--- config.mk ---
export PLATFORM = sky130hd
export DESIGN_NAME = lddt_alignment_scorer
export DESIGN_NICKNAME = d
export VERILOG_FILES = /design/src/hw/rtl/lddt_pkg.sv /design/src/hw/rtl/lddt_div.sv /design/src/hw/rtl/lddt_dpath.sv /design/src/hw/rtl/lddt_ctrl.sv /design/src/hw/rtl/lddt_alignment_scorer.sv
export SDC_FILE = /design/constraint.sdc
export NUM_CORES = 1
export LEC_CHECK = 0
export ABC_AREA = 1
export BUFFER_PORTS_ARGS = -buffer_cell sky130_fd_sc_hd__buf_2
export CORE_ASPECT_RATIO = 1.5
export CORE_UTILIZATION = 40
export CTS_BUF_LIST = sky130_fd_sc_hd__clkbuf_4 sky130_fd_sc_hd__clkbuf_8 sky130_fd_sc_hd__clkbuf_16
export DETAILED_ROUTE_END_ITERATION = 10
export GPL_TIMING_DRIVEN = 0
export HOLD_SLACK_MARGIN = 0.05
export PLACE_DENSITY = 0.66
export SLEW_MARGIN = 0
export SYNTH_ARGS = -nofsm -noshare
export SYNTH_HDL_FRONTEND = slang
export SYNTH_SLANG_ARGS = --single-unit
--- constraint.sdc ---
create_clock -name clock -period 4.85 [get_ports clock]
set_clock_uncertainty 0.05 [all_clocks]
set_input_delay 0.485 -clock clock [delete_from_list [all_inputs] [get_ports clock]]
set_output_delay 0.485 -clock clock [all_outputs]
set_load 0.03 [all_outputs]
--- src/hw/rtl/lddt_pkg.sv ---
package lddt_pkg;

   localparam int DIST_W     = 16;
   localparam int MODE_W     = 2;
   localparam int CSR_IDX_W  = 8;
   localparam int CSUM_W     = 15;
   localparam int CCNT_W     = 13;
   localparam int PSUM_W     = 28;
   localparam int PCNT_W     = 11;
   localparam int LSUM_W     = 30;
   localparam int LCNT_W     = 13;
   localparam int SCORE_W    = 17;
   localparam int DIV_NUM_W  = 30;
   localparam int DIV_DEN_W  = 13;
   localparam int DIV_CNT_W  = 5;
   localparam int PTS_W      = 3;
   localparam int Q16_SHIFT  = 14;

   localparam logic [CSR_IDX_W-1:0] CSR_RADIUS = 8'd0;
   localparam logic [CSR_IDX_W-1:0] CSR_MODE   = 8'd1;

   localparam logic [MODE_W-1:0] MODE_FIRST = 2'd0;
   localparam logic [MODE_W-1:0] MODE_BOTH  = 2'd1;

   localparam logic [DIST_W-1:0]  RADIUS_RESET = 16'd3840;
   localparam logic [DIST_W-1:0]  THR_HALF     = 16'd128;
   localparam logic [DIST_W-1:0]  THR_ONE      = 16'd256;
   localparam logic [DIST_W-1:0]  THR_TWO      = 16'd512;
   localparam logic [DIST_W-1:0]  THR_FOUR     = 16'd1024;
   localparam logic [SCORE_W-1:0] ONE_Q16      = 17'd65536;

   typedef enum logic [1:0] {
      DIV_PAIR   = 2'd0,
      DIV_COLUMN = 2'd1,
      DIV_ALIGN  = 2'd2
   } div_sel_type;

   typedef struct packed {
      logic        item_load;
      logic        accumulate;
      logic        div_start;
      div_sel_type div_sel;
      logic        pair_update;
      logic        col_update;
      logic        aln_update;
      logic        out_load;
   } lddt_cmd_type;

   typedef struct packed {
      logic div_busy;
      logic div_done;
      logic present;
      logic end_pair;
      logic end_col;
      logic end_align;
      logic out_free;
   } lddt_sts_type;

endpackage

--- src/hw/rtl/lddt_div.sv ---
module lddt_div (
   input  logic                            clock,
   input  logic                            reset,
   input  logic                            start,
   input  logic [lddt_pkg::DIV_NUM_W-1:0]  num,
   input  logic [lddt_pkg::DIV_DEN_W-1:0]  den,
   output logic                            busy,
   output logic                            done,
   output logic [lddt_pkg::SCORE_W-1:0]    quot
);
   import lddt_pkg::*;

   localparam logic [DIV_CNT_W-1:0] LAST_STEP = DIV_CNT_W'(DIV_NUM_W - 1);

   logic [DIV_DEN_W-1:0] rem_ff, rem_in;
   logic [DIV_NUM_W-1:0] quo_ff, quo_in;
   logic [DIV_DEN_W-1:0] den_ff, den_in;
   logic [DIV_CNT_W-1:0] cnt_ff, cnt_in;
   logic                 busy_ff, busy_in;
   logic                 done_ff, done_in;
   logic [DIV_DEN_W:0]   trial;
   logic                 ge;

   assign trial = {rem_ff, quo_ff[DIV_NUM_W-1]};
   assign ge    = trial >= {1'b0, den_ff};

   always_comb begin
      rem_in  = rem_ff;
      quo_in  = quo_ff;
      den_in  = den_ff;
      cnt_in  = cnt_ff;
      busy_in = busy_ff;
      done_in = 1'b0;
      if (start) begin
         rem_in  = '0;
         quo_in  = num;
         den_in  = den;
         cnt_in  = '0;
         busy_in = 1'b1;
      end else if (busy_ff) begin
         rem_in = ge ? DIV_DEN_W'(trial - {1'b0, den_ff}) : trial[DIV_DEN_W-1:0];
         quo_in = {quo_ff[DIV_NUM_W-2:0], ge};
         cnt_in = cnt_ff + 1'b1;
         if (cnt_ff == LAST_STEP) begin
            busy_in = 1'b0;
            done_in = 1'b1;
         end
      end
   end

   always_ff @(posedge clock) begin
      rem_ff <= rem_in;
      quo_ff <= quo_in;
      den_ff <= den_in;
      cnt_ff <= cnt_in;
      if (reset) begin
         busy_ff <= 1'b0;
         done_ff <= 1'b0;
      end else begin
         busy_ff <= busy_in;
         done_ff <= done_in;
      end
   end

   always_comb begin
      if (den_ff == '0) begin
         quot = '0;
      end else if (quo_ff > DIV_NUM_W'(ONE_Q16)) begin
         quot = ONE_Q16;
      end else begin
         quot = quo_ff[SCORE_W-1:0];
      end
   end

   assign busy = busy_ff;
   assign done = done_ff;

endmodule

--- src/hw/rtl/lddt_dpath.sv ---
module lddt_dpath (
   input  logic                              clock,
   input  logic                              reset,
   input  lddt_pkg::lddt_cmd_type            cmd,
   output lddt_pkg::lddt_sts_type            sts,
   input  logic [2*lddt_pkg::DIST_W-1:0]     req_tdata,
   input  logic [3:0]                        req_tuser,
   input  logic                              req_tlast,
   input  logic                              csr_valid,
   input  logic [lddt_pkg::CSR_IDX_W-1:0]    csr_index,
   input  logic [lddt_pkg::DIST_W-1:0]       csr_data,
   output logic                              rsp_tvalid,
   input  logic                              rsp_tready,
   output logic [39:0]                       rsp_tdata,
   output logic                              rsp_tlast
);
   import lddt_pkg::*;

   logic [DIST_W-1:0]  radius_ff, radius_in;
   logic [MODE_W-1:0]  mode_ff, mode_in;

   logic [DIST_W-1:0]  da_ff, db_ff;
   logic               valid_ff, present_ff, end_pair_ff, end_col_ff, end_align_ff;

   logic [CSUM_W-1:0]  csum_ff, csum_in;
   logic [CCNT_W-1:0]  ccnt_ff, ccnt_in;
   logic [PSUM_W-1:0]  psum_ff, psum_in;
   logic [PCNT_W-1:0]  pcnt_ff, pcnt_in;
   logic [LSUM_W-1:0]  lsum_ff, lsum_in;
   logic [LCNT_W-1:0]  lcnt_ff, lcnt_in;
   logic [SCORE_W-1:0] cs_ff, as_ff;

   logic               rsp_valid_ff, rsp_valid_in;
   logic [SCORE_W-1:0] rsp_col_ff, rsp_aln_ff;
   logic               rsp_final_ff;

   logic               fa, fb, skip;
   logic [DIST_W-1:0]  diff;
   logic [PTS_W-1:0]   pts;
   logic [CSUM_W:0]    csum_add;
   logic [PSUM_W:0]    psum_add;
   logic [LSUM_W:0]    lsum_add;

   logic [DIV_NUM_W-1:0] div_num;
   logic [DIV_DEN_W-1:0] div_den;
   logic [SCORE_W-1:0]   div_q;
   logic                 div_busy, div_done;

   always_comb begin
      radius_in = radius_ff;
      mode_in   = mode_ff;
      if (csr_valid) begin
         unique case (csr_index)
            CSR_RADIUS: radius_in = csr_data;
            CSR_MODE:   mode_in   = csr_data[MODE_W-1:0];
            default: ;
         endcase
      end
   end

   always_ff @(posedge clock) begin
      if (reset) begin
         radius_ff <= RADIUS_RESET;
         mode_ff   <= MODE_FIRST;
      end else begin
         radius_ff <= radius_in;
         mode_ff   <= mode_in;
      end
   end

   always_ff @(posedge clock) begin
      if (cmd.item_load) begin
         da_ff        <= req_tdata[DIST_W-1:0];
         db_ff        <= req_tdata[2*DIST_W-1:DIST_W];
         valid_ff     <= req_tuser[0];
         present_ff   <= req_tuser[1];
         end_align_ff <= req_tlast;
         end_col_ff   <= req_tuser[3] | req_tlast;
         end_pair_ff  <= req_tuser[2] | req_tuser[3] | req_tlast;
      end
   end

   assign fa = da_ff > radius_ff;
   assign fb = db_ff > radius_ff;

   always_comb begin
      case (mode_ff)
         MODE_FIRST: skip = fa;
         MODE_BOTH:  skip = fa & fb;
         default:    skip = fa | fb;
      endcase
   end

   assign diff = (da_ff > db_ff) ? da_ff - db_ff : db_ff - da_ff;
   assign pts  = PTS_W'(diff < THR_HALF) + PTS_W'(diff < THR_ONE)
               + PTS_W'(diff < THR_TWO) + PTS_W'(diff < THR_FOUR);

   assign csum_add = {1'b0, csum_ff} + (CSUM_W+1)'(pts);
   assign psum_add = {1'b0, psum_ff} + (PSUM_W+1)'(div_q);
   assign lsum_add = {1'b0, lsum_ff} + (LSUM_W+1)'(div_q);

   always_comb begin
      csum_in = csum_ff;
      ccnt_in = ccnt_ff;
      psum_in = psum_ff;
      pcnt_in = pcnt_ff;
      lsum_in = lsum_ff;
      lcnt_in = lcnt_ff;
      if (cmd.accumulate && valid_ff && present_ff && !skip) begin
         csum_in = csum_add[CSUM_W] ? '1 : csum_add[CSUM_W-1:0];
         ccnt_in = (ccnt_ff == '1) ? ccnt_ff : ccnt_ff + 1'b1;
      end
      if (cmd.pair_update) begin
         csum_in = '0;
         ccnt_in = '0;
         if (present_ff) begin
            psum_in = psum_add[PSUM_W] ? '1 : psum_add[PSUM_W-1:0];
            pcnt_in = (pcnt_ff == '1) ? pcnt_ff : pcnt_ff + 1'b1;
         end
      end
      if (cmd.col_update) begin
         psum_in = '0;
         pcnt_in = '0;
         lsum_in = lsum_add[LSUM_W] ? '1 : lsum_add[LSUM_W-1:0];
         lcnt_in = (lcnt_ff == '1) ? lcnt_ff : lcnt_ff + 1'b1;
      end
      if (cmd.aln_update) begin
         lsum_in = '0;
         lcnt_in = '0;
      end
   end

   always_ff @(posedge clock) begin
      if (reset) begin
         csum_ff <= '0;
         ccnt_ff <= '0;
         psum_ff <= '0;
         pcnt_ff <= '0;
         lsum_ff <= '0;
         lcnt_ff <= '0;
      end else begin
         csum_ff <= csum_in;
         ccnt_ff <= ccnt_in;
         psum_ff <= psum_in;
         pcnt_ff <= pcnt_in;
         lsum_ff <= lsum_in;
         lcnt_ff <= lcnt_in;
      end
   end

   always_ff @(posedge clock) begin
      if (cmd.col_update) begin
         cs_ff <= div_q;
      end
      if (cmd.aln_update) begin
         as_ff <= div_q;
      end
   end

   always_comb begin
      case (cmd.div_sel)
         DIV_PAIR: begin
            div_num = {1'b0, csum_ff, Q16_SHIFT'(0)};
            div_den = ccnt_ff;
         end
         DIV_COLUMN: begin
            div_num = DIV_NUM_W'(psum_ff);
            div_den = DIV_DEN_W'(pcnt_ff);
         end
         default: begin
            div_num = lsum_ff;
            div_den = lcnt_ff;
         end
      endcase
   end

   lddt_div u_div (
      .clock (clock),
      .reset (reset),
      .start (cmd.div_start),
      .num   (div_num),
      .den   (div_den),
      .busy  (div_busy),
      .done  (div_done),
      .quot  (div_q)
   );

   always_comb begin
      rsp_valid_in = rsp_valid_ff;
      if (cmd.out_load) begin
         rsp_valid_in = 1'b1;
      end else if (rsp_tready) begin
         rsp_valid_in = 1'b0;
      end
   end

   always_ff @(posedge clock) begin
      if (reset) begin
         rsp_valid_ff <= 1'b0;
      end else begin
         rsp_valid_ff <= rsp_valid_in;
      end
      if (cmd.out_load) begin
         rsp_col_ff   <= cs_ff;
         rsp_aln_ff   <= end_align_ff ? as_ff : '0;
         rsp_final_ff <= end_align_ff;
      end
   end

   assign rsp_tvalid = rsp_valid_ff;
   assign rsp_tdata  = {6'b0, rsp_aln_ff, rsp_col_ff};
   assign rsp_tlast  = rsp_final_ff;

   assign sts.div_busy  = div_busy;
   assign sts.div_done  = div_done;
   assign sts.present   = present_ff;
   assign sts.end_pair  = end_pair_ff;
   assign sts.end_col   = end_col_ff;
   assign sts.end_align = end_align_ff;
   assign sts.out_free  = !rsp_valid_ff || rsp_tready;

endmodule

--- src/hw/rtl/lddt_ctrl.sv ---
module lddt_ctrl (
   input  logic                    clock,
   input  logic                    reset,
   input  logic                    req_tvalid,
   output logic                    req_tready,
   output lddt_pkg::lddt_cmd_type  cmd,
   input  lddt_pkg::lddt_sts_type  sts
);
   import lddt_pkg::*;

   typedef enum logic [11:0] {
      ST_IDLE     = 12'b0000_0000_0001,
      ST_ACCUM    = 12'b0000_0000_0010,
      ST_PAIR_GO  = 12'b0000_0000_0100,
      ST_PAIR_DIV = 12'b0000_0000_1000,
      ST_PAIR_UPD = 12'b0000_0001_0000,
      ST_COL_GO   = 12'b0000_0010_0000,
      ST_COL_DIV  = 12'b0000_0100_0000,
      ST_COL_UPD  = 12'b0000_1000_0000,
      ST_ALN_GO   = 12'b0001_0000_0000,
      ST_ALN_DIV  = 12'b0010_0000_0000,
      ST_ALN_UPD  = 12'b0100_0000_0000,
      ST_EMIT     = 12'b1000_0000_0000
   } state_type;

   state_type state_ff, state_in;

   always_comb begin
      state_in       = state_ff;
      cmd            = '0;
      cmd.div_sel    = DIV_PAIR;
      req_tready     = 1'b0;
      unique case (state_ff)
         ST_IDLE: begin
            req_tready    = 1'b1;
            cmd.item_load = req_tvalid;
            if (req_tvalid) begin
               state_in = ST_ACCUM;
            end
         end
         ST_ACCUM: begin
            cmd.accumulate = 1'b1;
            if (!sts.end_pair) begin
               state_in = ST_IDLE;
            end else if (sts.present) begin
               state_in = ST_PAIR_GO;
            end else begin
               state_in = ST_PAIR_UPD;
            end
         end
         ST_PAIR_GO: begin
            cmd.div_start = 1'b1;
            cmd.div_sel   = DIV_PAIR;
            state_in      = ST_PAIR_DIV;
         end
         ST_PAIR_DIV: begin
            if (sts.div_done) begin
               state_in = ST_PAIR_UPD;
            end
         end
         ST_PAIR_UPD: begin
            cmd.pair_update = 1'b1;
            state_in = sts.end_col ? ST_COL_GO : ST_IDLE;
         end
         ST_COL_GO: begin
            cmd.div_start = 1'b1;
            cmd.div_sel   = DIV_COLUMN;
            state_in      = ST_COL_DIV;
         end
         ST_COL_DIV: begin
            if (sts.div_done) begin
               state_in = ST_COL_UPD;
            end
         end
         ST_COL_UPD: begin
            cmd.col_update = 1'b1;
            state_in = sts.end_align ? ST_ALN_GO : ST_EMIT;
         end
         ST_ALN_GO: begin
            cmd.div_start = 1'b1;
            cmd.div_sel   = DIV_ALIGN;
            state_in      = ST_ALN_DIV;
         end
         ST_ALN_DIV: begin
            if (sts.div_done) begin
               state_in = ST_ALN_UPD;
            end
         end
         ST_ALN_UPD: begin
            cmd.aln_update = 1'b1;
            state_in       = ST_EMIT;
         end
         ST_EMIT: begin
            if (sts.out_free) begin
               cmd.out_load = 1'b1;
               state_in     = ST_IDLE;
            end
         end
         default: state_in = ST_IDLE;
      endcase
   end

   always_ff @(posedge clock) begin
      if (reset) begin
         state_ff <= ST_IDLE;
      end else begin
         state_ff <= state_in;
      end
   end

`ifndef ASSERT_OFF
   a_start_idle_div: assert property (@(posedge clock) disable iff (reset)
      cmd.div_start |-> !sts.div_busy)
      else $error("divider started while busy");

   a_load_free_out: assert property (@(posedge clock) disable iff (reset)
      cmd.out_load |-> sts.out_free)
      else $error("result loaded over a pending beat");

   a_plain_item: assert property (@(posedge clock) disable iff (reset)
      (state_ff == ST_ACCUM && !sts.end_pair) |=> state_ff == ST_IDLE)
      else $error("item without pair end did not return to idle");

   a_done_after_start: assert property (@(posedge clock) disable iff (reset)
      cmd.div_start |=> sts.div_busy)
      else $error("divider did not go busy after start");
`endif

endmodule

--- src/hw/rtl/lddt_alignment_scorer.sv ---
// Column-averaged lDDT scorer. Each req beat carries one comparison: two Q8.8
// distances plus flags; a beat is accepted, then accumulated. The end of a
// counted pair, the end of a column and the end of the alignment each run one
// mean through a shared one-bit-per-cycle divider (start, 30 steps, done,
// update). A beat that closes a column may also wait for the output register
// to free up. One rsp beat per column holds the column score and, on the final
// column, the alignment score, both Q1.16 with 65536 meaning 1.0. The output
// register lets the next req beat be taken while a rsp beat waits. Config
// writes are always accepted and must only be issued while the block is idle.
module lddt_alignment_scorer (
   input  logic                              clock,
   input  logic                              reset,
   input  logic                              req_tvalid,
   output logic                              req_tready,
   // distance_a, distance_b
   input  logic [2*lddt_pkg::DIST_W-1:0]     req_tdata,
   // compare_valid, pair_present, last_of_pair, last_of_column
   input  logic [3:0]                        req_tuser,
   input  logic                              req_tlast,
   output logic                              rsp_tvalid,
   input  logic                              rsp_tready,
   // column_score, alignment_score, zero fill
   output logic [39:0]                       rsp_tdata,
   output logic                              rsp_tlast,
   input  logic                              csr_valid,
   output logic                              csr_ready,
   input  logic [lddt_pkg::CSR_IDX_W-1:0]    csr_index,
   input  logic [lddt_pkg::DIST_W-1:0]       csr_data
);
   import lddt_pkg::*;

   lddt_cmd_type cmd;
   lddt_sts_type sts;

   assign csr_ready = 1'b1;

   lddt_ctrl u_ctrl (
      .clock      (clock),
      .reset      (reset),
      .req_tvalid (req_tvalid),
      .req_tready (req_tready),
      .cmd        (cmd),
      .sts        (sts)
   );

   lddt_dpath u_dpath (
      .clock      (clock),
      .reset      (reset),
      .cmd        (cmd),
      .sts        (sts),
      .req_tdata  (req_tdata),
      .req_tuser  (req_tuser),
      .req_tlast  (req_tlast),
      .csr_valid  (csr_valid),
      .csr_index  (csr_index),
      .csr_data   (csr_data),
      .rsp_tvalid (rsp_tvalid),
      .rsp_tready (rsp_tready),
      .rsp_tdata  (rsp_tdata),
      .rsp_tlast  (rsp_tlast)
   );

endmodule

# Word-level counts from Yosys, hierarchy flattened
# Index checks and enable logic that the tools add are counted.
[totals] reg_bits=310 in_bits=66 out_inout_bits=44 word_cells=143
[op_classes] n_addsub=13 order_cmp=9 n_eq_ne=24 muxes=37 bitwise=9 n_reduce_logical=23
[ops] cell="12-bit case mux with 12 select lines" n=1
[ops] cell="30-bit 2-to-1 mux" n=3
[ops] cell="12-bit 2-to-1 mux" n=6
[ops] cell="30-bit case mux with 2 select lines" n=1
[ops] cell="16-bit greater-than comparator" n=3
[ops] cell="17-bit 2-to-1 mux" n=2
[ops] cell="16-bit subtractor" n=2
[ops] cell="30-bit by 17-bit adder with 31-bit output" n=1
[ops] cell="30-bit by 17-bit greater-than comparator with 1-bit output, second input constant" n=1
[ops] cell="28-bit by 17-bit adder with 29-bit output" n=1
[ops] cell="28-bit 2-to-1 mux" n=1
[ops] cell="13-bit by 1-bit adder with 13-bit output, second input constant" n=2
[ops] cell="13-bit equality test, second input constant" n=2
[ops] cell="13-bit case mux with 2 select lines" n=1
[ops] cell="15-bit by 3-bit adder with 16-bit output" n=1
[ops] cell="16-bit by 10-bit less-than comparator with 1-bit output, second input constant" n=1
[ops] cell="16-bit by 11-bit less-than comparator with 1-bit output, second input constant" n=1
[ops] cell="16-bit by 8-bit less-than comparator with 1-bit output, second input constant" n=1
[ops] cell="16-bit by 9-bit less-than comparator with 1-bit output, second input constant" n=1
[ops] cell="16-bit 2-to-1 mux" n=1
[ops] cell="15-bit 2-to-1 mux" n=1
[ops] cell="14-bit by 13-bit greater-or-equal comparator with 1-bit output" n=1
[ops] cell="1-bit 2-to-1 mux" n=14
[ops] cell="13-bit logical NOT" n=1
[ops] cell="42 further kinds" n=65

# Longest topological paths before layout
[depth] ltp_word=8 depth_mapped=31 mapped_depth_nobuf=31

# Hierarchy
# From an unflattened synthesis, not the netlist that was laid out.
[unflattened] hier_cells=2513 hier_area_um2=19095.8
[by_module_without_submodules] module="lddt_dpath" instances=1 cells_each=1882 area_per_inst_um2=14473.9
[by_module_without_submodules] module="lddt_div" instances=1 cells_each=493 area_per_inst_um2=3772.4
[by_module_without_submodules] module="lddt_ctrl" instances=1 cells_each=136 area_per_inst_um2=838.3
[by_module_without_submodules] module="lddt_alignment_scorer" instances=1 cells_each=2 area_per_inst_um2=11.3

# Least setup slack after synthesis
# OpenSTA, ideal clock, no wires.
[synth_path] path_type="register -> register" startpoint="register u_dpath.da_ff[11]" endpoint="register u_dpath.csum_ff[14]" setup_ps=70 arrival_time_ps=3946 t_required_ps=4730 slack_ps=783 path_stages_with_launch=30 path_cell_list="edfxtp_1 ha_1 clkbuf_2 nand2_1 inv_1 nand2_1 nor3_2 nand2_1 nand2_1 nand2_4 inv_4 nand2_1 nand2_1 inv_1 nand2_1 nor2_1 nand2_1 nor2_1 fa_1 ha_1 inv_1 fa_1 o21ai_0 nand3_1 inv_1 nand3_1 xor2_1 nand2_1 nand3_1 a21oi_1"
[synth_via] elab_chain_cells=8 elab_cells_between_ends=19 classes_between="add/sub (6); order compare (6); mux (3); bitwise (2); reduce/logical (2)"
[synth_rtl] item="from (decl)" line_no="lddt_dpath.sv:22" rtl="logic [DIST_W-1:0] da_ff, db_ff;"
[synth_rtl] item="from (signal assigned)" line_no="lddt_dpath.sv:73" rtl="da_ff <= req_tdata[DIST_W-1:0];"
[synth_rtl] item="16-bit subtractor / 16-bit greater-than comparator (equally long branches)" line_no="lddt_dpath.sv:94" rtl="assign diff = (da_ff > db_ff) ? da_ff - db_ff : db_ff - da_ff;"
[synth_rtl] item="16-bit 2-to-1 mux" line_no="lddt_dpath.sv:94"
[synth_rtl] item="16-bit by 8-bit less-than comparator with 1-bit output / 16-bit by 9-bit less-than comparator with 1-bit output (equally long branches)" line_no="lddt_dpath.sv:95" rtl="assign pts = PTS_W'(diff < THR_HALF) + PTS_W'(diff < THR_ONE)"
[synth_rtl] item="1-bit by 1-bit adder with 2-bit output" line_no="lddt_dpath.sv:95"
[synth_rtl] item="3-bit by 1-bit adder with 3-bit output (2 in a row)" line_no="lddt_dpath.sv:96" rtl="+ PTS_W'(diff < THR_TWO) + PTS_W'(diff < THR_FOUR);"
[synth_rtl] item="15-bit by 3-bit adder with 16-bit output" line_no="lddt_dpath.sv:98" rtl="assign csum_add = {1'b0, csum_ff} + (CSUM_W+1)'(pts);"
[synth_rtl] item="15-bit 2-to-1 mux" line_no="lddt_dpath.sv:110" rtl="csum_in = csum_add[CSUM_W] ? '1 : csum_add[CSUM_W-1:0];"
[synth_rtl] item="to (signal assigned)" line_no="lddt_dpath.sv:142" rtl="csum_ff <= csum_in;"
[synth_rtl] item="to (decl)" line_no="lddt_dpath.sv:25" rtl="logic [CSUM_W-1:0] csum_ff, csum_in;"
# Several ways; a longest one is shown, not always the timed one.
# A chain may end at the register's enable or synchronous reset.

# Worst setup path after layout
[layout_path] startpoint="register u_dpath.db_ff[13]" endpoint="register u_dpath.csum_ff[14]"
[layout_via] elab_chain_cells=8 elab_cells_between_ends=19 classes_between="add/sub (6); order compare (6); mux (3); bitwise (2); reduce/logical (2)"
[layout_rtl] item="from (decl)" line_no="lddt_dpath.sv:22"
[layout_rtl] item="from (signal assigned)" line_no="lddt_dpath.sv:74" rtl="db_ff <= req_tdata[2*DIST_W-1:DIST_W];"
[layout_rtl] item="16-bit subtractor / 16-bit greater-than comparator (equally long branches)" line_no="lddt_dpath.sv:94"
[layout_rtl] item="16-bit 2-to-1 mux" line_no="lddt_dpath.sv:94"
[layout_rtl] item="16-bit by 8-bit less-than comparator with 1-bit output / 16-bit by 9-bit less-than comparator with 1-bit output (equally long branches)" line_no="lddt_dpath.sv:95"
[layout_rtl] item="1-bit by 1-bit adder with 2-bit output" line_no="lddt_dpath.sv:95"
[layout_rtl] item="3-bit by 1-bit adder with 3-bit output (2 in a row)" line_no="lddt_dpath.sv:96"
[layout_rtl] item="15-bit by 3-bit adder with 16-bit output" line_no="lddt_dpath.sv:98"
[layout_rtl] item="15-bit 2-to-1 mux" line_no="lddt_dpath.sv:110"
# Several ways; a longest one is shown, not always the timed one.

==> impl_metrics.env <==
export IMPL_status="finished, final reports clean"
export IMPL_hold_viol=0
export IMPL_grt_util_met1_pct=22.8
export IMPL_max_slew_margin_pct=8.68
export IMPL_antenna_found_initial=2
export IMPL_clock_latency_ns=0.62
export IMPL_area_growth_pct=16.7
export IMPL_p_leak_nw=9.28
export IMPL_arrival_ns=5.08
export IMPL_die_h_um=266
export IMPL_synth_mux_area_share_pct=0
export IMPL_synth_simple_gate_area_share_pct=23.5
export IMPL_cp_slowest_stage_delay_ns=0.59
export IMPL_layout_worst_path_cycle_share_pct=95.1
export IMPL_crit_path_end_kind="flip-flop"
export IMPL_total_power_mw=6.48
export IMPL_grt_pass1_vias=16500
export IMPL_crit_path_start_kind="flip-flop"
export IMPL_synth_compound_area_share_pct=14.3
export IMPL_final_setup_tns_ns=0
export IMPL_ys_seq_elements=310
export IMPL_hold_path_class="primary input to flip-flop"
export IMPL_power_density_nw_per_um2=300
export IMPL_synth_yosys_seq_area_share_pct=41.6
export IMPL_ctsHtreeMaxLevel=1
export IMPL_grtUsageMet3_pct=2.50
export IMPL_cts_root_buf="clkbuf_16"
export IMPL_synth_edf_count=149
export IMPL_synth_top_flop_cell="dfxtp_1"
export IMPL_r2r_cells=28
export IMPL_initial_core_util_pct=40.5
export IMPL_core_area_um2=45800
export IMPL_synthAdderAreaFrac_pct=8.58
export IMPL_async_flop_share_pct=0
export IMPL_cts_tree="yes"
export IMPL_gp_congestion=0.972
export IMPL_numPortBuffers=101
export IMPL_rows=96
export IMPL_drive_gt1_share_pct=12.6
export IMPL_drt_total_wl_um=53000
export IMPL_placed_cell_area_um2=19800
export IMPL_drt_iter0_markers=1010
export IMPL_clock_sinks=310
export IMPL_drtAntennaViolNets=0
export IMPL_viasPerCell=5.29
export IMPL_yosysWarnings=0
export IMPL_nets=2729
export IMPL_max_clock_freq_ghz=0.217
export IMPL_cp_max_fo=8
export IMPL_synth_top_family_by_area="simple AND/OR/NAND/NOR gates"
export IMPL_grt_util_met2_pct=41.9
export IMPL_slowest_stage="fa_2"
export IMPL_io_pins=110
export IMPL_postLayoutSetupSlackWorst_ns=0.236
export IMPL_final_cell_mix="nand2_1, inv_1, a21oi_1"
export IMPL_fillers=4459
export IMPL_syn_inst=2347
export IMPL_final_cells=3153
export IMPL_dieArea_um2=47200
export IMPL_crit_top_cell="nand2_1"
export IMPL_hpwlAfterDp_um=41100
export IMPL_synth_area_um2=18500
export IMPL_period_minus_slack_ns=4.61
export IMPL_grt_max_degree=36
export IMPL_dp_cells=3043
export IMPL_worst_pin_slew_ns=1.37
export IMPL_grt_busiest_layer="met2"
export IMPL_setup_viol=0
export IMPL_die_w_um=178
export IMPL_worstPathRequired_ns=5.32
export IMPL_grt_pass1_wl_um=83200
export IMPL_drv_cap=0
export IMPL_path_clk_slew_ns=0.07
export IMPL_final_util_pct=47.2
export IMPL_pre_cts_ws_ns=-0.0648
export IMPL_final_cell_area_um2=21600
export IMPL_cts_path_max_buffers=3
export IMPL_drtPass1Iterations=5
export IMPL_cts_made_buffers=31
export IMPL_yosys_area_share_xor_xnor_pct=3.03
export IMPL_drc_errors=0
export IMPL_min_path_cells=2
export IMPL_ir_worst_vdd_mv=0.327
export IMPL_synth_area_per_cell_um2=7.89
export IMPL_vias=16700
export IMPL_overflow=0
export IMPL_critPathKind="flip-flop to flip-flop"
export IMPL_synth_cell_type_count=62
export IMPL_post_drt_wl_per_cell_um=16.8
export IMPL_slew_violations=0
export IMPL_layout_commonest_cell="nand2_1"
export IMPL_worst_hold_slack_ns=0.0761
export IMPL_grt_usage_pct=22.4
==> report_power, final <==
part	internal [mW]	switching, mW
clock	1.34	1.13
sequential	2.81	0.0656
combinational	0.405	0.730
total	4.55	1.93
==> synthesized netlist by cell type (3+ instances only) <==
master      n  area, µm²
nor4_1     21        131
nand3_1   136        681
nand2_2     9       56.3
edfxtp_1  149       4470
a21oi_1   192        961
o22ai_1    13       81.3
o21a_1      6       45.0
dfxtp_1   161       3220
nand2_4     4       45.0
nor2_1    148        556
o21ai_2     4       35.0
clkinv_1    5       18.8
o221ai_1   24        210
a21o_1     11       82.6
xor2_1     45        394
nor3_2      4       40.0
xnor2_1    19        166
buf_4      13       97.6
inv_1     342       1280
nand3_2     5       50.1
nor2_2      6       37.5
o21bai_1    8       60.1
nand4_1    45        282
or2_2       9       56.3
o22a_1      7       61.3
nand3b_1    7       52.6
nand2_1   478       1790
fa_1        5        100
o21ai_1    10       50.1
inv_2       9       33.8
o21ai_0   150        751
buf_2      21        105
nor2_4      6       67.6
ha_1      119       1490
clkbuf_1   22       82.6
nor3_1     66        330
a31oi_1    20        125
buf_1       3       11.3
o211ai_1   10       75.1
==> critical path, delay by kind of cell (launching register included) <==
| family | cells | cell delay, ns |
|---|---|---|
| adders and majority gates | 4 | 1.34 |
| and+or+nand+nor | 12 | 0.97 |
| AOI/OAI and AO/OA | 5 | 0.89 |
| buffers and inverters | 6 | 0.65 |
| DFF | 1 | 0.44 |
| xor gates and xnor gates | 1 | 0.15 |
==> worst paths after layout <==
check	to	slack, ns	start
hold reg to reg	u_dpath.rsp_col_ff[0]	0.37	u_dpath.cs_ff[0]
setup reg to reg	u_dpath.csum_ff[14]	0.24	u_dpath.db_ff[13]
hold / removal	u_dpath.end_pair_ff	0.08	req_tuser[2]
setup / recovery	u_dpath.csum_ff[14]	0.24	u_dpath.db_ff[13]
==> per-layer routing <==
layer / vias up / wire, µm / part of all wire, %
met2: 488 / 27600 / 52
met5: - / 13 / 0.025
met4: 2 / 3930 / 7.4
met3: 190 / 2100 / 4.0
li1: 8317 / - / -
met1: 7671 / 19400 / 37
==> sequential cells by signal, indices dropped and copies added, names as in the netlist, 5 cells and up <==
name and cells:
u_ctrl.state_ff 12, u_dpath.as_ff 17, u_dpath.ccnt_ff 13, u_dpath.cs_ff 17, u_dpath.csum_ff 15, u_dpath.da_ff 16, u_dpath.db_ff 16, u_dpath.lcnt_ff 13
u_dpath.lsum_ff 30, u_dpath.pcnt_ff 11, u_dpath.psum_ff 28, u_dpath.radius_ff 16, u_dpath.rsp_aln_ff 17, u_dpath.rsp_col_ff 17, u_dpath.u_div.cnt_ff 5, u_dpath.u_div.den_ff 13
u_dpath.u_div.quo_ff 30, u_dpath.u_div.rem_ff 13
==> repair_timing <==
item	4_1_cts	5_1_grt
pin swaps	1	8
setup buffers	0	11
gates resized for setup	8	58
gates cloned	0	2
endpoints found under the setup margin	17	56
hold buffers	38	0
endpoints found under the hold margin	38	0
==> area by class of cell <==
cell class | instances | area [µm²] | area share, %
antenna | 1 | 2.50 | 0.0116
buffer | 63 | 342 | 1.58
clock buffer | 34 | 811 | 3.75
clock inverter | 24 | 229 | 1.06
inverter | 357 | 1350 | 6.22
multi-input combinational | 1622 | 9440 | 43.7
sequential | 310 | 7700 | 35.6
tap | 588 | 736 | 3.40
timing repair buffer | 153 | 1010 | 4.69
timing repair inverter | 1 | 5.00 | 0.0232
==> logic make-up (layout without fill, tap and decap cells) <==
| group | after synthesis | count (layout) |
|---|---|---|
| simple gates | 960 | 960 |
| compound gates | 467 | 467 |
| buf+inv | 420 | 632 |
| flops | 310 | 310 |
| fa+ha+maj | 124 | 124 |
| xor+xnor | 64 | 64 |
| other cells | 2 | 8 |
(Power assumes the default switching activity.)
